===== config.mk =====
export PLATFORM = sky130hd
export DESIGN_NAME = best_fit_buffer_pool_core_flat
export DESIGN_NICKNAME = d
export VERILOG_FILES = /design/src/hdl/bfbp_pkg.sv /design/src/hdl/bfbp_in_if.sv /design/src/hdl/bfbp_out_if.sv /design/src/hdl/bfbp_cell.sv /design/src/hdl/bfbp_ctrl.sv /design/src/hdl/best_fit_buffer_pool_core.sv /design/src/flat_wrapper.sv
export VERILOG_INCLUDE_DIRS = /design/src /design/src/hdl
export SDC_FILE = /design/constraint.sdc
export NUM_CORES = 2
export LEC_CHECK = 0
export ABC_AREA = 0
export BUFFER_PORTS_ARGS = -buffer_cell sky130_fd_sc_hd__buf_2
export CAP_MARGIN = 0
export CORE_MARGIN = 2
export CORE_UTILIZATION = 50
export CTS_CLUSTER_SIZE = 24
export DETAILED_ROUTE_END_ITERATION = 6
export HOLD_SLACK_MARGIN = 0.12
export PLACE_DENSITY = 0.76
export SYNTH_ARGS = -nofsm -noshare
export SYNTH_HDL_FRONTEND = slang
export SYNTH_SLANG_ARGS = --single-unit

===== constraint.sdc =====
create_clock -name clk_i -period 12.7 [get_ports clk_i]
set_input_delay 1.905 -clock clk_i [delete_from_list [all_inputs] [get_ports clk_i]]
set_output_delay 1.905 -clock clk_i [all_outputs]
set_load 0.005 [all_outputs]

===== src/hdl/best_fit_buffer_pool_core_assert.svh =====
// Assertion macros used by the buffer pool RTL.
// Every macro expects clk_i and rst_ni to exist in the module that uses it.
`ifndef BEST_FIT_BUFFER_POOL_CORE_ASSERT_SVH
`define BEST_FIT_BUFFER_POOL_CORE_ASSERT_SVH

// Same-cycle implication, checked out of reset.
`define BFBP_ASSERT_IMP(lbl, ante, cons, msg) \
  lbl: assert property (@(posedge clk_i) disable iff (!rst_ni) (ante) |-> (cons)) \
    else $error(msg);

// Next-cycle implication, checked out of reset.
`define BFBP_ASSERT_NXT(lbl, ante, cons, msg) \
  lbl: assert property (@(posedge clk_i) disable iff (!rst_ni) (ante) |=> (cons)) \
    else $error(msg);

`endif


===== src/hdl/bfbp_pkg.sv =====
// Shared widths, codes and types of the best-fit buffer pool.
// No dependencies; every other file of the block but the assertion header uses it.
package bfbp_pkg;

  localparam int SIZE_W         = 25;
  localparam int CAP_W          = 26;
  localparam int SLOT_W         = 4;
  localparam int APB_DATA_W     = 32;
  localparam int APB_ADDR_W     = 2;
  localparam int POOL_DEPTH_DEF = 16;

  localparam logic [SIZE_W-1:0]     BASE_SIZE_RST  = 25'd65536;
  localparam logic [APB_ADDR_W-1:0] ADDR_BASE_SIZE = 2'd0;

  // Operation codes of the input item.
  localparam logic OP_ACQUIRE = 1'b0;
  localparam logic OP_RELEASE = 1'b1;

  typedef enum logic [2:0] {
    ST_REUSED   = 3'd0,
    ST_CREATED  = 3'd1,
    ST_ZERO     = 3'd2,
    ST_FULL     = 3'd3,
    ST_NOT_BUSY = 3'd4,
    ST_RELEASED = 3'd5
  } status_e;

  // Search token handed from cell to cell.
  typedef struct packed {
    logic              valid;
    logic              dir;
    logic              found;
    logic [SIZE_W-1:0] size;
    logic [CAP_W-1:0]  best_cap;
  } tok_t;

  // Update broadcast from the controller to all cells.
  typedef struct packed {
    logic             we_cap;
    logic             set_busy;
    logic             clr_busy;
    logic             dir;
    logic [CAP_W-1:0] cap;
  } wcmd_t;

endpackage


===== src/hdl/bfbp_in_if.sv =====
// Request channel of the buffer pool: valid/ready plus the request fields.
// Depends on bfbp_pkg for the field widths.
interface bfbp_in_if;
  logic                        valid;
  logic                        ready;
  logic                        op;
  logic                        direction;
  logic [bfbp_pkg::SIZE_W-1:0] request_size;
  logic [bfbp_pkg::SLOT_W-1:0] slot;

  modport source (output valid, op, direction, request_size, slot, input ready);
  modport sink   (input valid, op, direction, request_size, slot, output ready);
endinterface


===== src/hdl/bfbp_out_if.sv =====
// Result channel of the buffer pool: valid/ready plus the result fields.
// Depends on bfbp_pkg for the field widths and the status type.
interface bfbp_out_if;
  logic                        valid;
  logic                        ready;
  bfbp_pkg::status_e           status;
  logic [bfbp_pkg::SLOT_W-1:0] granted_slot;
  logic [bfbp_pkg::CAP_W-1:0]  capacity;

  modport source (output valid, status, granted_slot, capacity, input ready);
  modport sink   (input valid, status, granted_slot, capacity, output ready);
endinterface


===== src/hdl/bfbp_cell.sv =====
// One cell of the pool chain: entry CELL_IDX of both pools and one token stage.
// Depends on bfbp_pkg for the token and update types.
module bfbp_cell #(
  parameter int POOL_DEPTH = bfbp_pkg::POOL_DEPTH_DEF,
  parameter int CELL_IDX   = 0,
  localparam int IW = $clog2(POOL_DEPTH),
  localparam int CW = $clog2(POOL_DEPTH + 1)
) (
  input  logic          clk_i,
  input  logic          rst_ni,
  input  bfbp_pkg::tok_t  tok_i,
  input  logic [IW-1:0] tok_idx_i,
  input  logic [CW-1:0] tok_lim_i,
  output bfbp_pkg::tok_t  tok_o,
  output logic [IW-1:0] tok_idx_o,
  output logic [CW-1:0] tok_lim_o,
  input  bfbp_pkg::wcmd_t cmd_i,
  input  logic [IW-1:0] cmd_idx_i,
  output logic [1:0]    busy_o
);
  import bfbp_pkg::*;

  logic [CAP_W-1:0] cap_q [2];
  logic [1:0]       busy_q;
  logic             tok_valid_q;
  tok_t             tok_q, tok_d;
  logic [IW-1:0]    idx_q, idx_d;
  logic [CW-1:0]    lim_q;
  logic             hit;
  logic [CAP_W-1:0] cap_sel;
  logic             take;

  assign hit = (cmd_idx_i == IW'(CELL_IDX));

  // Busy marks of both pools; cleared by reset.
  always_ff @(posedge clk_i or negedge rst_ni) begin
    if (!rst_ni) begin
      busy_q <= '0;
    end else if (hit && cmd_i.set_busy) begin
      busy_q[cmd_i.dir] <= 1'b1;
    end else if (hit && cmd_i.clr_busy) begin
      busy_q[cmd_i.dir] <= 1'b0;
    end
  end

  // Capacities are only read below the pool count, so they need no reset.
  always_ff @(posedge clk_i) begin
    if (hit && cmd_i.we_cap) begin
      cap_q[cmd_i.dir] <= cmd_i.cap;
    end
  end

  // This entry takes the token when it is live, inside the pool count, free, fits and beats the best so far.
  assign cap_sel = cap_q[tok_i.dir];
  assign take = tok_i.valid && (CW'(CELL_IDX) < tok_lim_i) && !busy_q[tok_i.dir] &&
                (cap_sel >= {1'b0, tok_i.size}) &&
                (!tok_i.found || (cap_sel < tok_i.best_cap));

  always_comb begin
    tok_d = tok_i;
    idx_d = tok_idx_i;
    if (take) begin
      tok_d.found    = 1'b1;
      tok_d.best_cap = cap_sel;
      idx_d          = IW'(CELL_IDX);
    end
  end

  // Token stage toward the next cell.
  always_ff @(posedge clk_i or negedge rst_ni) begin
    if (!rst_ni) begin
      tok_valid_q <= 1'b0;
    end else begin
      tok_valid_q <= tok_i.valid;
    end
  end

  always_ff @(posedge clk_i) begin
    tok_q <= tok_d;
    idx_q <= idx_d;
    lim_q <= tok_lim_i;
  end

  always_comb begin
    tok_o       = tok_q;
    tok_o.valid = tok_valid_q;
  end

  assign tok_idx_o = idx_q;
  assign tok_lim_o = lim_q;
  assign busy_o    = busy_q;

endmodule


===== src/hdl/bfbp_ctrl.sv =====
// Sequencer of the buffer pool: takes requests, launches the search token,
// grows the size class, updates the cells and holds the result register.
// Depends on bfbp_pkg, the channel interfaces and the assertion macros.
`include "best_fit_buffer_pool_core_assert.svh"

module bfbp_ctrl #(
  parameter int POOL_DEPTH = bfbp_pkg::POOL_DEPTH_DEF,
  localparam int IW = $clog2(POOL_DEPTH),
  localparam int CW = $clog2(POOL_DEPTH + 1)
) (
  input  logic                        clk_i,
  input  logic                        rst_ni,
  bfbp_in_if.sink                     in_i,
  bfbp_out_if.source                  out_o,
  input  logic [bfbp_pkg::SIZE_W-1:0] base_size_i,
  output bfbp_pkg::tok_t              tok_o,
  output logic [IW-1:0]               tok_idx_o,
  output logic [CW-1:0]               tok_lim_o,
  input  bfbp_pkg::tok_t              tok_i,
  input  logic [IW-1:0]               tok_idx_i,
  output bfbp_pkg::wcmd_t             cmd_o,
  output logic [IW-1:0]               cmd_idx_o,
  input  logic [1:0][POOL_DEPTH-1:0]  busy_i
);
  import bfbp_pkg::*;

  localparam int XW = (CW > SLOT_W) ? CW : SLOT_W;

  typedef enum logic [1:0] {
    S_IDLE,
    S_SCAN,
    S_GROW,
    S_DELIVER
  } state_e;

  state_e           state_q;
  logic             dir_q;
  logic [SIZE_W-1:0] size_q;
  logic [CAP_W-1:0] class_q;
  logic [CW-1:0]    cnt_q [2];
  status_e          res_status_q;
  logic [SLOT_W-1:0] res_slot_q;
  logic [CAP_W-1:0] res_cap_q;
  logic             out_valid_q;
  status_e          out_status_q;
  logic [SLOT_W-1:0] out_slot_q;
  logic [CAP_W-1:0] out_cap_q;

  logic             acc;
  logic [XW-1:0]    slot_x;
  logic             rel_ok;
  logic             class_fits;
  logic [XW-1:0]    best_x;
  logic [XW-1:0]    cnt_x;

  assign in_i.ready = (state_q == S_IDLE);
  assign acc        = in_i.valid && in_i.ready;

  // Release check against the pool count and the busy mark.
  assign slot_x = XW'(in_i.slot);
  assign rel_ok = (slot_x < XW'(cnt_q[in_i.direction])) &&
                  busy_i[in_i.direction][slot_x[IW-1:0]];

  assign class_fits = (class_q >= {1'b0, size_q});
  assign best_x     = XW'(tok_idx_i);
  assign cnt_x      = XW'(cnt_q[dir_q]);

  // Token launched into the first cell on an acquire of nonzero size.
  always_comb begin
    tok_o.valid    = acc && (in_i.op == OP_ACQUIRE) && (in_i.request_size != '0);
    tok_o.dir      = in_i.direction;
    tok_o.found    = 1'b0;
    tok_o.size     = in_i.request_size;
    tok_o.best_cap = '0;
    tok_idx_o      = '0;
    tok_lim_o      = cnt_q[in_i.direction];
  end

  // Update broadcast to the cells.
  always_comb begin
    cmd_o     = '0;
    cmd_idx_o = '0;
    case (state_q)
      S_IDLE: begin
        if (acc && (in_i.op == OP_RELEASE) && rel_ok) begin
          cmd_o.clr_busy = 1'b1;
          cmd_o.dir      = in_i.direction;
          cmd_idx_o      = slot_x[IW-1:0];
        end
      end
      S_SCAN: begin
        if (tok_i.valid && tok_i.found) begin
          cmd_o.set_busy = 1'b1;
          cmd_o.dir      = dir_q;
          cmd_idx_o      = tok_idx_i;
        end
      end
      S_GROW: begin
        if (class_fits) begin
          cmd_o.we_cap   = 1'b1;
          cmd_o.set_busy = 1'b1;
          cmd_o.dir      = dir_q;
          cmd_o.cap      = class_q;
          cmd_idx_o      = cnt_x[IW-1:0];
        end
      end
      default: begin
      end
    endcase
  end

  // State, pool counts, pending result and output register.
  always_ff @(posedge clk_i or negedge rst_ni) begin
    if (!rst_ni) begin
      state_q      <= S_IDLE;
      dir_q        <= 1'b0;
      size_q       <= '0;
      class_q      <= '0;
      cnt_q[0]     <= '0;
      cnt_q[1]     <= '0;
      res_status_q <= ST_ZERO;
      res_slot_q   <= '0;
      res_cap_q    <= '0;
      out_valid_q  <= 1'b0;
      out_status_q <= ST_ZERO;
      out_slot_q   <= '0;
      out_cap_q    <= '0;
    end else begin
      // A result leaving empties the register unless a new one is loaded below.
      if (out_o.valid && out_o.ready && (state_q != S_DELIVER)) begin
        out_valid_q <= 1'b0;
      end
      case (state_q)
        S_IDLE: begin
          if (acc) begin
            dir_q   <= in_i.direction;
            size_q  <= in_i.request_size;
            class_q <= (base_size_i == '0) ? CAP_W'(1) : {1'b0, base_size_i};
            res_cap_q <= '0;
            if (in_i.op == OP_RELEASE) begin
              res_status_q <= rel_ok ? ST_RELEASED : ST_NOT_BUSY;
              res_slot_q   <= rel_ok ? in_i.slot : '0;
              state_q      <= S_DELIVER;
            end else if (in_i.request_size == '0) begin
              res_status_q <= ST_ZERO;
              res_slot_q   <= '0;
              state_q      <= S_DELIVER;
            end else begin
              res_slot_q <= '0;
              state_q    <= S_SCAN;
            end
          end
        end
        S_SCAN: begin
          if (!class_fits) begin
            class_q <= class_q << 1;
          end
          if (tok_i.valid) begin
            if (tok_i.found) begin
              res_status_q <= ST_REUSED;
              res_slot_q   <= best_x[SLOT_W-1:0];
              res_cap_q    <= tok_i.best_cap;
              state_q      <= S_DELIVER;
            end else if (cnt_q[dir_q] == CW'(POOL_DEPTH)) begin
              res_status_q <= ST_FULL;
              state_q      <= S_DELIVER;
            end else begin
              state_q <= S_GROW;
            end
          end
        end
        S_GROW: begin
          if (class_fits) begin
            cnt_q[dir_q] <= cnt_q[dir_q] + CW'(1);
            res_status_q <= ST_CREATED;
            res_slot_q   <= cnt_x[SLOT_W-1:0];
            res_cap_q    <= class_q;
            state_q      <= S_DELIVER;
          end else begin
            class_q <= class_q << 1;
          end
        end
        S_DELIVER: begin
          if (!out_valid_q || out_o.ready) begin
            out_valid_q  <= 1'b1;
            out_status_q <= res_status_q;
            out_slot_q   <= res_slot_q;
            out_cap_q    <= res_cap_q;
            state_q      <= S_IDLE;
          end
        end
        default: begin
          state_q <= S_IDLE;
        end
      endcase
    end
  end

  assign out_o.valid        = out_valid_q;
  assign out_o.status       = out_status_q;
  assign out_o.granted_slot = out_slot_q;
  assign out_o.capacity     = out_cap_q;

  // A pool never grows beyond its depth.
  `BFBP_ASSERT_IMP(a_cnt_bound, 1'b1, (cnt_q[0] <= CW'(POOL_DEPTH)) && (cnt_q[1] <= CW'(POOL_DEPTH)), "pool count beyond depth")
  // A grant only ever goes to a free entry.
  `BFBP_ASSERT_IMP(a_grant_free, cmd_o.set_busy, !busy_i[cmd_o.dir][cmd_idx_o], "grant of a busy entry")
  // A release only ever clears a busy entry.
  `BFBP_ASSERT_IMP(a_release_busy, cmd_o.clr_busy, busy_i[cmd_o.dir][cmd_idx_o], "release of a free entry")
  // An accepted request always leaves the idle state.
  `BFBP_ASSERT_NXT(a_accept_busy, acc, state_q != S_IDLE, "request accepted without work")

endmodule


===== src/hdl/best_fit_buffer_pool_core.sv =====
// Best-fit buffer pool, two pools of POOL_DEPTH entries held in a chain of cells.
// A release or a zero size is decided on acceptance; a reuse or a full pool once the token has
// walked the chain; a new entry is then made in the grow state, once the size class covers the request.
// Takes one request at a time, ready again once the result is loaded into the output
// register; a stalled result holds the input.
// Reset (rst_ni, async, active low): all entries free, both pools empty, base 65536.
module best_fit_buffer_pool_core #(
  parameter int POOL_DEPTH = bfbp_pkg::POOL_DEPTH_DEF
) (
  input  logic                            clk_i,
  input  logic                            rst_ni,
  bfbp_in_if.sink                         in_i,
  bfbp_out_if.source                      out_o,
  input  logic                            psel,
  input  logic                            penable,
  input  logic                            pwrite,
  input  logic [bfbp_pkg::APB_ADDR_W-1:0] paddr,
  input  logic [bfbp_pkg::APB_DATA_W-1:0] pwdata,
  output logic [bfbp_pkg::APB_DATA_W-1:0] prdata,
  output logic                            pready
);
  import bfbp_pkg::*;

  localparam int IW = $clog2(POOL_DEPTH);
  localparam int CW = $clog2(POOL_DEPTH + 1);

  logic [SIZE_W-1:0]          base_q;
  tok_t                       tok_w [POOL_DEPTH+1];
  logic [IW-1:0]              idx_w [POOL_DEPTH+1];
  logic [CW-1:0]              lim_w [POOL_DEPTH+1];
  wcmd_t                      cmd;
  logic [IW-1:0]              cmd_idx;
  logic [1:0]                 cell_busy [POOL_DEPTH];
  logic [1:0][POOL_DEPTH-1:0] busy_w;
  logic [CW-1:0]              lim_unused;

  // Configuration register, written in the access phase of an APB transfer.
  assign pready = 1'b1;

  always_ff @(posedge clk_i or negedge rst_ni) begin
    if (!rst_ni) begin
      base_q <= BASE_SIZE_RST;
    end else if (psel && penable && pwrite && pready && (paddr == ADDR_BASE_SIZE)) begin
      base_q <= pwdata[SIZE_W-1:0];
    end
  end

  assign prdata = (paddr == ADDR_BASE_SIZE) ? APB_DATA_W'(base_q) : '0;

  bfbp_ctrl #(
    .POOL_DEPTH(POOL_DEPTH)
  ) u_ctrl (
    .clk_i      (clk_i),
    .rst_ni     (rst_ni),
    .in_i       (in_i),
    .out_o      (out_o),
    .base_size_i(base_q),
    .tok_o      (tok_w[0]),
    .tok_idx_o  (idx_w[0]),
    .tok_lim_o  (lim_w[0]),
    .tok_i      (tok_w[POOL_DEPTH]),
    .tok_idx_i  (idx_w[POOL_DEPTH]),
    .cmd_o      (cmd),
    .cmd_idx_o  (cmd_idx),
    .busy_i     (busy_w)
  );

  // The chain of cells; the token leaves the last cell back to the sequencer.
  for (genvar k = 0; k < POOL_DEPTH; k++) begin : g_cell
    bfbp_cell #(
      .POOL_DEPTH(POOL_DEPTH),
      .CELL_IDX  (k)
    ) u_cell (
      .clk_i    (clk_i),
      .rst_ni   (rst_ni),
      .tok_i    (tok_w[k]),
      .tok_idx_i(idx_w[k]),
      .tok_lim_i(lim_w[k]),
      .tok_o    (tok_w[k+1]),
      .tok_idx_o(idx_w[k+1]),
      .tok_lim_o(lim_w[k+1]),
      .cmd_i    (cmd),
      .cmd_idx_i(cmd_idx),
      .busy_o   (cell_busy[k])
    );
    assign busy_w[0][k] = cell_busy[k][0];
    assign busy_w[1][k] = cell_busy[k][1];
  end

  // The pool count is not needed past the last cell.
  assign lim_unused = lim_w[POOL_DEPTH];

endmodule


===== src/flat_wrapper.sv =====
// flat-port wrapper written by rule: the top's interface ports become plain ports
module best_fit_buffer_pool_core_flat import bfbp_pkg::*;
#(
  parameter int POOL_DEPTH = bfbp_pkg::POOL_DEPTH_DEF
)
  (clk_i, rst_ni, psel, penable, pwrite, paddr, pwdata, prdata, pready, in_i_valid, in_i_op, in_i_direction, in_i_request_size, in_i_slot, in_i_ready, out_o_valid, out_o_status, out_o_granted_slot, out_o_capacity, out_o_ready);
  bfbp_in_if in_i_i ();
  bfbp_out_if out_o_i ();
  input  logic clk_i;
  input  logic rst_ni;
  input  logic psel;
  input  logic penable;
  input  logic pwrite;
  input  logic [bfbp_pkg::APB_ADDR_W-1:0] paddr;
  input  logic [bfbp_pkg::APB_DATA_W-1:0] pwdata;
  output logic [bfbp_pkg::APB_DATA_W-1:0] prdata;
  output logic pready;
  input wire logic [$bits(in_i_i.valid)-1:0] in_i_valid;
  input wire logic [$bits(in_i_i.op)-1:0] in_i_op;
  input wire logic [$bits(in_i_i.direction)-1:0] in_i_direction;
  input wire logic [$bits(in_i_i.request_size)-1:0] in_i_request_size;
  input wire logic [$bits(in_i_i.slot)-1:0] in_i_slot;
  output wire logic [$bits(in_i_i.ready)-1:0] in_i_ready;
  output wire logic [$bits(out_o_i.valid)-1:0] out_o_valid;
  output wire logic [$bits(out_o_i.status)-1:0] out_o_status;
  output wire logic [$bits(out_o_i.granted_slot)-1:0] out_o_granted_slot;
  output wire logic [$bits(out_o_i.capacity)-1:0] out_o_capacity;
  input wire logic [$bits(out_o_i.ready)-1:0] out_o_ready;
  assign in_i_i.valid = in_i_valid;
  assign in_i_i.op = in_i_op;
  assign in_i_i.direction = in_i_direction;
  assign in_i_i.request_size = in_i_request_size;
  assign in_i_i.slot = in_i_slot;
  assign in_i_ready = in_i_i.ready;
  assign out_o_valid = out_o_i.valid;
  assign out_o_status = out_o_i.status;
  assign out_o_granted_slot = out_o_i.granted_slot;
  assign out_o_capacity = out_o_i.capacity;
  assign out_o_i.ready = out_o_ready;
  best_fit_buffer_pool_core #(.POOL_DEPTH(POOL_DEPTH)) u_core (.clk_i(clk_i), .rst_ni(rst_ni), .in_i(in_i_i), .out_o(out_o_i), .psel(psel), .penable(penable), .pwrite(pwrite), .paddr(paddr), .pwdata(pwdata), .prdata(prdata), .pready(pready));
endmodule

; Word level (Yosys, flattened, before mapping)
; Memories as Yosys holds them, arrays and structs flattened. A register that Yosys moved wholly into a read port is not among the register bits.
; Index checks and enable logic that the tools add are counted.
; Widths: inputs -> output; s select.
[totals]
reg_bits = 1161
latch_bits = 0
mem_bits_rw = 832
romBits = 0
output_inout_bits = 68
elab_cells = 675
n_memories = 16
[classes]
addsub = 1
mul = 0
div = 0
magnitude_cmp = 71
n_eq_ne = 28
n_shift = 0
mux = 180
bitwise_logic = 36
n_reduce_logical = 205
[memory_table]
columns = memory, depth, width, read_ports, rd_clocked_by_memory_dff, wr, line
row1 = u_core.g_cell[0].u_cell.cap_q, 2, 26, 1, 0, 1, bfbp_cell.sv:23  ; logic [CAP_W-1:0] cap_q [2];
row2 = u_core.g_cell[10].u_cell.cap_q, 2, 26, 1, 1, 1, bfbp_cell.sv:23
row3 = u_core.g_cell[11].u_cell.cap_q, 2, 26, 1, 1, 1, bfbp_cell.sv:23
row4 = u_core.g_cell[12].u_cell.cap_q, 2, 26, 1, 1, 1, bfbp_cell.sv:23
row5 = u_core.g_cell[13].u_cell.cap_q, 2, 26, 1, 1, 1, bfbp_cell.sv:23
row6 = u_core.g_cell[14].u_cell.cap_q, 2, 26, 1, 1, 1, bfbp_cell.sv:23
row7 = +10 memories, n/a, n/a, n/a, n/a, n/a, n/a
[op_table]
columns = op, count
row1 = $mux 26, 22
row2 = $ge 26x25->1, 17
row3 = $lt 26x26->1, 15
row4 = $logic_and 1x1->1, 125
row5 = $mux 2, 40
row6 = $mux 1, 78
row7 = $pmux 26 s3, 1
row8 = $pmux 26 s2, 1
row9 = $logic_not 25->1, 2
row10 = $mux 25, 2
row11 = $lt 4x5->1 const A, 8
row12 = $mux 4, 9
row13 = $mux 5, 7
row14 = $lt 1x2->1 const B, 17
row15 = $reduce_bool 2->1, 17
row16 = $and 2x2->2, 16
row17 = $eq 4x4->1 const B, 8
row18 = $logic_not 1->1, 32
row19 = $mux 16, 2
row20 = $or 2x2->2, 16
row21 = $mux 27, 1
row22 = $reduce_bool 25->1, 1
row23 = $pmux 4 s3, 2
row24 = $mux 3, 7
row25 = 39 further kinds, 75

; Longest topological paths before layout
[logic_depth]
depth_word = 17
mapped_depth = 15

; Modules after synthesis
; Synthesis repeated with hierarchy kept, for this count alone.
[unflattened]
cells_unflattened = 6871
area_unflattened_um2 = 89133.0
[by_module_without_submodules]
columns = mod, n_inst, cells_each, area_each_um2, seq_area_each_um2
row1 = bfbp_cell at u_core.g_cell[2].u_cell ..., 2, 369, 4994.8, 2877.8
row2 = bfbp_ctrl, 1, 817, 8197.9, 3280.6
row3 = bfbp_cell at u_core.g_cell[15].u_cell, 1, 384, 5041.1, 2877.8
row4 = bfbp_cell at u_core.g_cell[4].u_cell, 1, 378, 5029.8, 2877.8
row5 = bfbp_cell at u_core.g_cell[10].u_cell, 1, 369, 5007.3, 2877.8
row6 = bfbp_cell at u_core.g_cell[9].u_cell, 1, 375, 4999.8, 2877.8
row7 = bfbp_cell at u_core.g_cell[14].u_cell, 1, 370, 4996.0, 2877.8
row8 = bfbp_cell at u_core.g_cell[8].u_cell, 1, 369, 4993.5, 2877.8
row9 = bfbp_cell at u_core.g_cell[1].u_cell, 1, 370, 4991.0, 2877.8
row10 = bfbp_cell at u_core.g_cell[7].u_cell, 1, 369, 4989.8, 2877.8
row11 = bfbp_cell at u_core.g_cell[12].u_cell, 1, 366, 4987.3, 2877.8
row12 = bfbp_cell at u_core.g_cell[3].u_cell, 1, 369, 4984.8, 2877.8
row13 = bfbp_cell at u_core.g_cell[5].u_cell, 1, 376, 4911.0, 2877.8
row14 = bfbp_cell at u_core.g_cell[13].u_cell, 1, 377, 4908.5, 2877.8
row15 = 3 more rows, n/a, n/a, n/a, n/a

; Worst setup path after synthesis
; No wires, ideal clock.
[synth_timing]
kind = input to register
startpoint = input in_i_direction
endpoint = memory u_core.g_cell[7].u_cell.cap_q[0][0] (enable)
setup_time_ns = 0.442
arrival_ns = 6.224
required_ns = 12.258
setup_slack_ns = 6.035
cell_stages = 12
cell_sequence = buf_4 > clkbuf_1 > mux2i_1 > ha_1 > o21ai_0 > a22oi_1 > a31o_2 > nor2_2 > a221oi_1 > or4_4 > buf_2 > nor3_1
[synth_between]
elab_chain_cells = 13
[synth_rtl]
columns = element, line
row1 = from (decl), flat_wrapper.sv:20  ; input wire logic [$bits(in_i_i.direction)-1:0] in_i_direction;
row2 = $not 1->2 (implied by the code), bfbp_ctrl.sv:61  ; assign rel_ok = (slot_x < XW'(cnt_q[in_i.direction])) &&
row3 = $mux 5 (implied by the code) (3 in a row), bfbp_ctrl.sv:61
row4 = $lt 4x5->1, bfbp_ctrl.sv:61
row5 = $logic_and 1x1->1, bfbp_ctrl.sv:61
row6 = $logic_and 1x1->1, bfbp_ctrl.sv:85  ; if (acc && (in_i.op == OP_RELEASE) && rel_ok) begin
row7 = $mux 4, bfbp_ctrl.sv:85
row8 = $pmux 4 s3, bfbp_ctrl.sv:83  ; case (state_q)
row9 = $eq 4x3->1, bfbp_cell.sv:33  ; assign hit = (cmd_idx_i == IW'(CELL_IDX));
row10 = $logic_and 1x1->1, bfbp_cell.sv:48  ; if (hit && cmd_i.we_cap) begin
row11 = $mux 1, bfbp_cell.sv:48
row12 = $mux 1 (implied by the code), bfbp_cell.sv:49  ; cap_q[cmd_i.dir] <= cmd_i.cap;
row13 = to (decl), bfbp_cell.sv:23
; Parallel ways exist; a longest one is shown, timed or not. The select of a mux whose other input is x is not followed.

; Worst setup path after layout
[layout_timing]
startpoint = input in_i_direction
endpoint = memory u_core.g_cell[11].u_cell.cap_q[0][1] (enable)
[layout_between]
elab_chain_cells = 13
[layout_rtl]
columns = element, line
row1 = $not 1->2 (*), n/a
row2 = $mux 5 (*) (3 in a row), n/a
row3 = named net u_core.g_cell[0].u_cell.tok_lim_i[2], bfbp_cell.sv:13  ; input logic [CW-1:0] tok_lim_i,
row4 = $lt 4x5->1 (*), bfbp_ctrl.sv:61
row5 = $logic_and 1x1->1 (*), bfbp_ctrl.sv:61
row6 = $logic_and 1x1->1 (*), bfbp_ctrl.sv:85
row7 = $mux 4, bfbp_ctrl.sv:85
row8 = $pmux 4 s3, bfbp_ctrl.sv:83
row9 = $eq 4x4->1, bfbp_cell.sv:33
row10 = $logic_and 1x1->1, bfbp_cell.sv:48
row11 = $mux 1, bfbp_cell.sv:48
row12 = $mux 1 (implied by the code), bfbp_cell.sv:49
row13 = to (decl), bfbp_cell.sv:23
; Mark *: on every way through the listed nets, which the timed path passes. The rest lies on a longest branch. The select of a mux whose other input is x is not followed.

==> flow_metrics.tcl <==
set metrics [dict create \
    status "finished, violations left" \
    violations "design-rule violations" \
    drive_gt1_share_pct 21.5 \
    drtIter0Drc 4084 \
    postCtsHoldBufs 0 \
    p_clk_share_pct 34.7 \
    cp.required_ns 13.11 \
    netlist_instances 6524 \
    synth_cell_types 90 \
    post_cts_buffers 0 \
    synth-edff-count 832 \
    path_class "in2reg" \
    syn_area_per_cell_um2 12.9 \
    first_global_vias 51700 \
    crit_path_end_kind "register" \
    share_comb_of_total_power_pct 16.6 \
    cts.sinks 1978 \
    grt_pass1_wl_mm 304 \
    synthTopCellsByCount "942 x dfxtp_1, 849 x inv_1, 846 x mux2_2" \
    track_usage_pct 23.0 \
    clkSlewWorstSetupHoldPaths_ns 0.06 \
    chipWidth_um 414 \
    r2r_start "u_core.u_ctrl.class_q[3]" \
    core_area_mm2 0.167 \
    p_int_mw 11.6 \
    yosys-top-cells-area "edfxtp_1 30%, dfxtp_1 22%, ha_1 12%" \
    syn_area_mm2 0.0842 \
    rsz0062_at_grt "no" \
    grt_overflow_total 0 \
    skew_ns 0.0289 \
    antenna_found_initial 7 \
    path_common_cell "inv_1" \
    vias 50700 \
    cpMaxStageDelayCell "nor2_4" \
    maxCapViolCount 0 \
    clk_latency_ns 0.81 \
    synth_flop_cell "dfxtp_1" \
    peakVddDrop_v 0.000150 \
    grt_max_degree 130 \
    total_power_mw 16.1 \
    power.density_mw_per_mm2 172 \
    synth.ff_latch_count 1978 \
    finalSetupViolations 0 \
    drc 5 \
    swShare_pct 27.7 \
    cts_root_buf "clkbuf_16" \
    hold_start "u_core.g_cell[6].u_cell.tok_lim_o[1]" \
    yosysTopAreaCell "edfxtp_1" \
    p_switching_mw 4.47 \
    cts_tree "done" \
    synth_warnings 0 \
    hold_class "reg2reg" \
    synth.most_common_cell "dfxtp_1" \
    die_y_um 414 \
    io_buffers 124 \
    cts_resized 0 \
    cts_buffers 184 \
    worst_pin_slew_ns 1.23 \
    dr.pass1.iters 7 \
    synthArstFlopShare_pct 10.3 \
    rows 150 \
    fmax_ghz 0.178 \
    wl_mm 202 \
    synth_seq_area_share_pct 58.2 \
    critical_path.top_delay_family "compound AO/OA/AOI/OAI gates" \
    min_period_ns 5.61 \
    max_slew_margin_pct 17.9 \
    nets 7649 \
    startpoint "in_i_direction" \
    place_congestion 0.893 \
    critPathMaxStageDelay_ns 0.70 \
    area_growth_pct 11.7 \
    die_area_mm2 0.172 \
    rrSetupSlack_ns 7.89 \
    dp_hpwl_mm 145 \
    tns_ns 0 \
    h-tree-depth 4 \
    crit_buf_inv 4 \
    synth_top_area_share_pct 29.7 \
    p_seq_share_pct 48.7 \
    final-hold-violation-count 0 \
    ios 140 \
    viasPerCell 5.55 \
    cp-start-kind "input pin" \
    drv_slew 0 \
    routedWlPerCell_um 22.1 \
    p_leak_nw 39.4 \
    arrival_ns 6.02 \
    cp_cell_sequence "buf_2, buf_4, mux2_2, inv_1, ha_1, o21ai_0, a22oi_1, a31o_2, inv_1, nand3_1, o311a_1, a311o_1, or2_1, nor2_4" \
    initial_core_util_pct 50.3 \
    min_period_over_period_pct 44.2 \
    ctsLongestPathBuffers 3 \
    ant_nets 0 \
    crit_path_max_fanout 40 \
]
[per-layer routing]
layer	wire [um]	GRT usage, %	vias up	part of all wire, %
met2	97500	39.0	1461	48
li1	-	-	23800	-
met5	27	0	-	0.013
met1	83300	29.0	25000	41
met3	13400	4.75	428	6.6
met4	7490	9.03	4	3.7
[final cells by class]
class	instances	area, um^2
Fill cell	13200	73200
Sequential cell	1978	49000
Multi-Input combinational cell	3534	31500
Clock buffer	253	5320
Inverter	849	3190
Tap cell	2204	2760
Timing Repair Buffer	221	1360
Clock inverter	94	923
Antenna cell	5	12.5
[flip-flops by register name, indices dropped and copies added (netlist names), 16 cells and up, named ones only]
signal / cells
u_core.base_q: 25
u_core.u_ctrl.out_o.capacity: 26
u_core.g_cell.u_cell.tok_valid_q: 16
u_core.g_cell.u_cell.cap_q: 832
u_core.u_ctrl.res_cap_q: 26
u_core.g_cell.u_cell.tok_o: 822
u_core.g_cell.u_cell.tok_idx_o: 49
u_core.u_ctrl.size_q: 25
u_core.u_ctrl.class_q: 26
u_core.g_cell.u_cell.tok_lim_o: 71
[layout by cell type (no fill, tap or decap), types with 35 or more instances in the layout]
cell type | Yosys | final
a211oi_1 | 45 | 45
a21o_1 | 166 | 166
a21oi_1 | 215 | 214
and2_1 | 60 | 42
buf_2 | 39 | 123
buf_4 | 15 | 97
clkbuf_1 | 85 | 35
clkbuf_16 | 0 | 194
clkinv_2 | 0 | 40
dfrtp_1 | 201 | 201
dfxtp_1 | 942 | 942
edfxtp_1 | 832 | 832
ha_1 | 809 | 809
inv_1 | 849 | 849
mux2_2 | 846 | 846
mux2i_1 | 74 | 74
nand2_1 | 172 | 172
nand3_1 | 54 | 54
nand4_1 | 105 | 105
nor2_1 | 147 | 132
nor2b_1 | 79 | 79
nor3_1 | 64 | 46
o211ai_1 | 38 | 38
o21ai_0 | 219 | 219
o31ai_1 | 59 | 59
or2_2 | 37 | 37
[path summary, 6_finish.rpt]
| path | end | cells after the start |
|---|---|---|
| max | u_core.g_cell[11].u_cell.cap_q[0][1] | 14 |
| min | u_core.g_cell[7].u_cell.tok_lim_o[1] | 0 |
| max reg2reg | u_core.g_cell[11].u_cell.cap_q[0][1] | 11 |
| min reg2reg | u_core.g_cell[7].u_cell.tok_lim_o[1] | 0 |
| max in group asynchronous | u_core.g_cell[9].u_cell.tok_valid_q | 2 |
| min in group asynchronous | u_core.base_q[21] | 1 |
[metrics by stage]
step	hold slack, ns	area, um^2	util [%]	worst slack (ns)	cells
after floorplan	0.310	84200	-	6.03	6530
after global placement	0.312	87700	52.5	6.37	8786
after detailed placement	0.314	87700	52.5	6.34	8786
after CTS	0.329	94000	56.2	7.17	9133
after global routing	0.333	94000	56.2	6.90	9134
final	0.329	94000	56.2	7.09	9138
[power groups by stage]
stage	clock network (mW)	registers [mW]	logic, mW
2_1_floorplan	0	7.72	1.84
3_3_place_gp	0	7.94	2.52
3_5_place_dp	0	7.96	2.62
4_1_cts	5.68	7.83	2.66
5_1_grt	5.92	7.89	2.96
6_report	5.60	7.85	2.67
[worst register-to-register path: cells and delay by family, from the launching register on]
family                   cells  cell delay [ns]
buffers and inverters        1             0.37
adder cells (fa/ha/maj)      1             0.39
AND/OR/NAND/NOR              6             2.59
AO/OA/AOI/OAI                3             0.50
flip-flops                   1             0.55
[logic make-up after synthesis]
| family | share of synthesized area, % |
|---|---|
| compound gates | 7.43 |
| xor+xnor | 0.0729 |
| fa+ha+maj | 12.0 |
| buf+inv | 4.73 |
| flops | 58.2 |
| mux | 12.4 |
| other cells | 0.00892 |
| simple gates | 5.13 |
(Power assumes the default switching activity.)
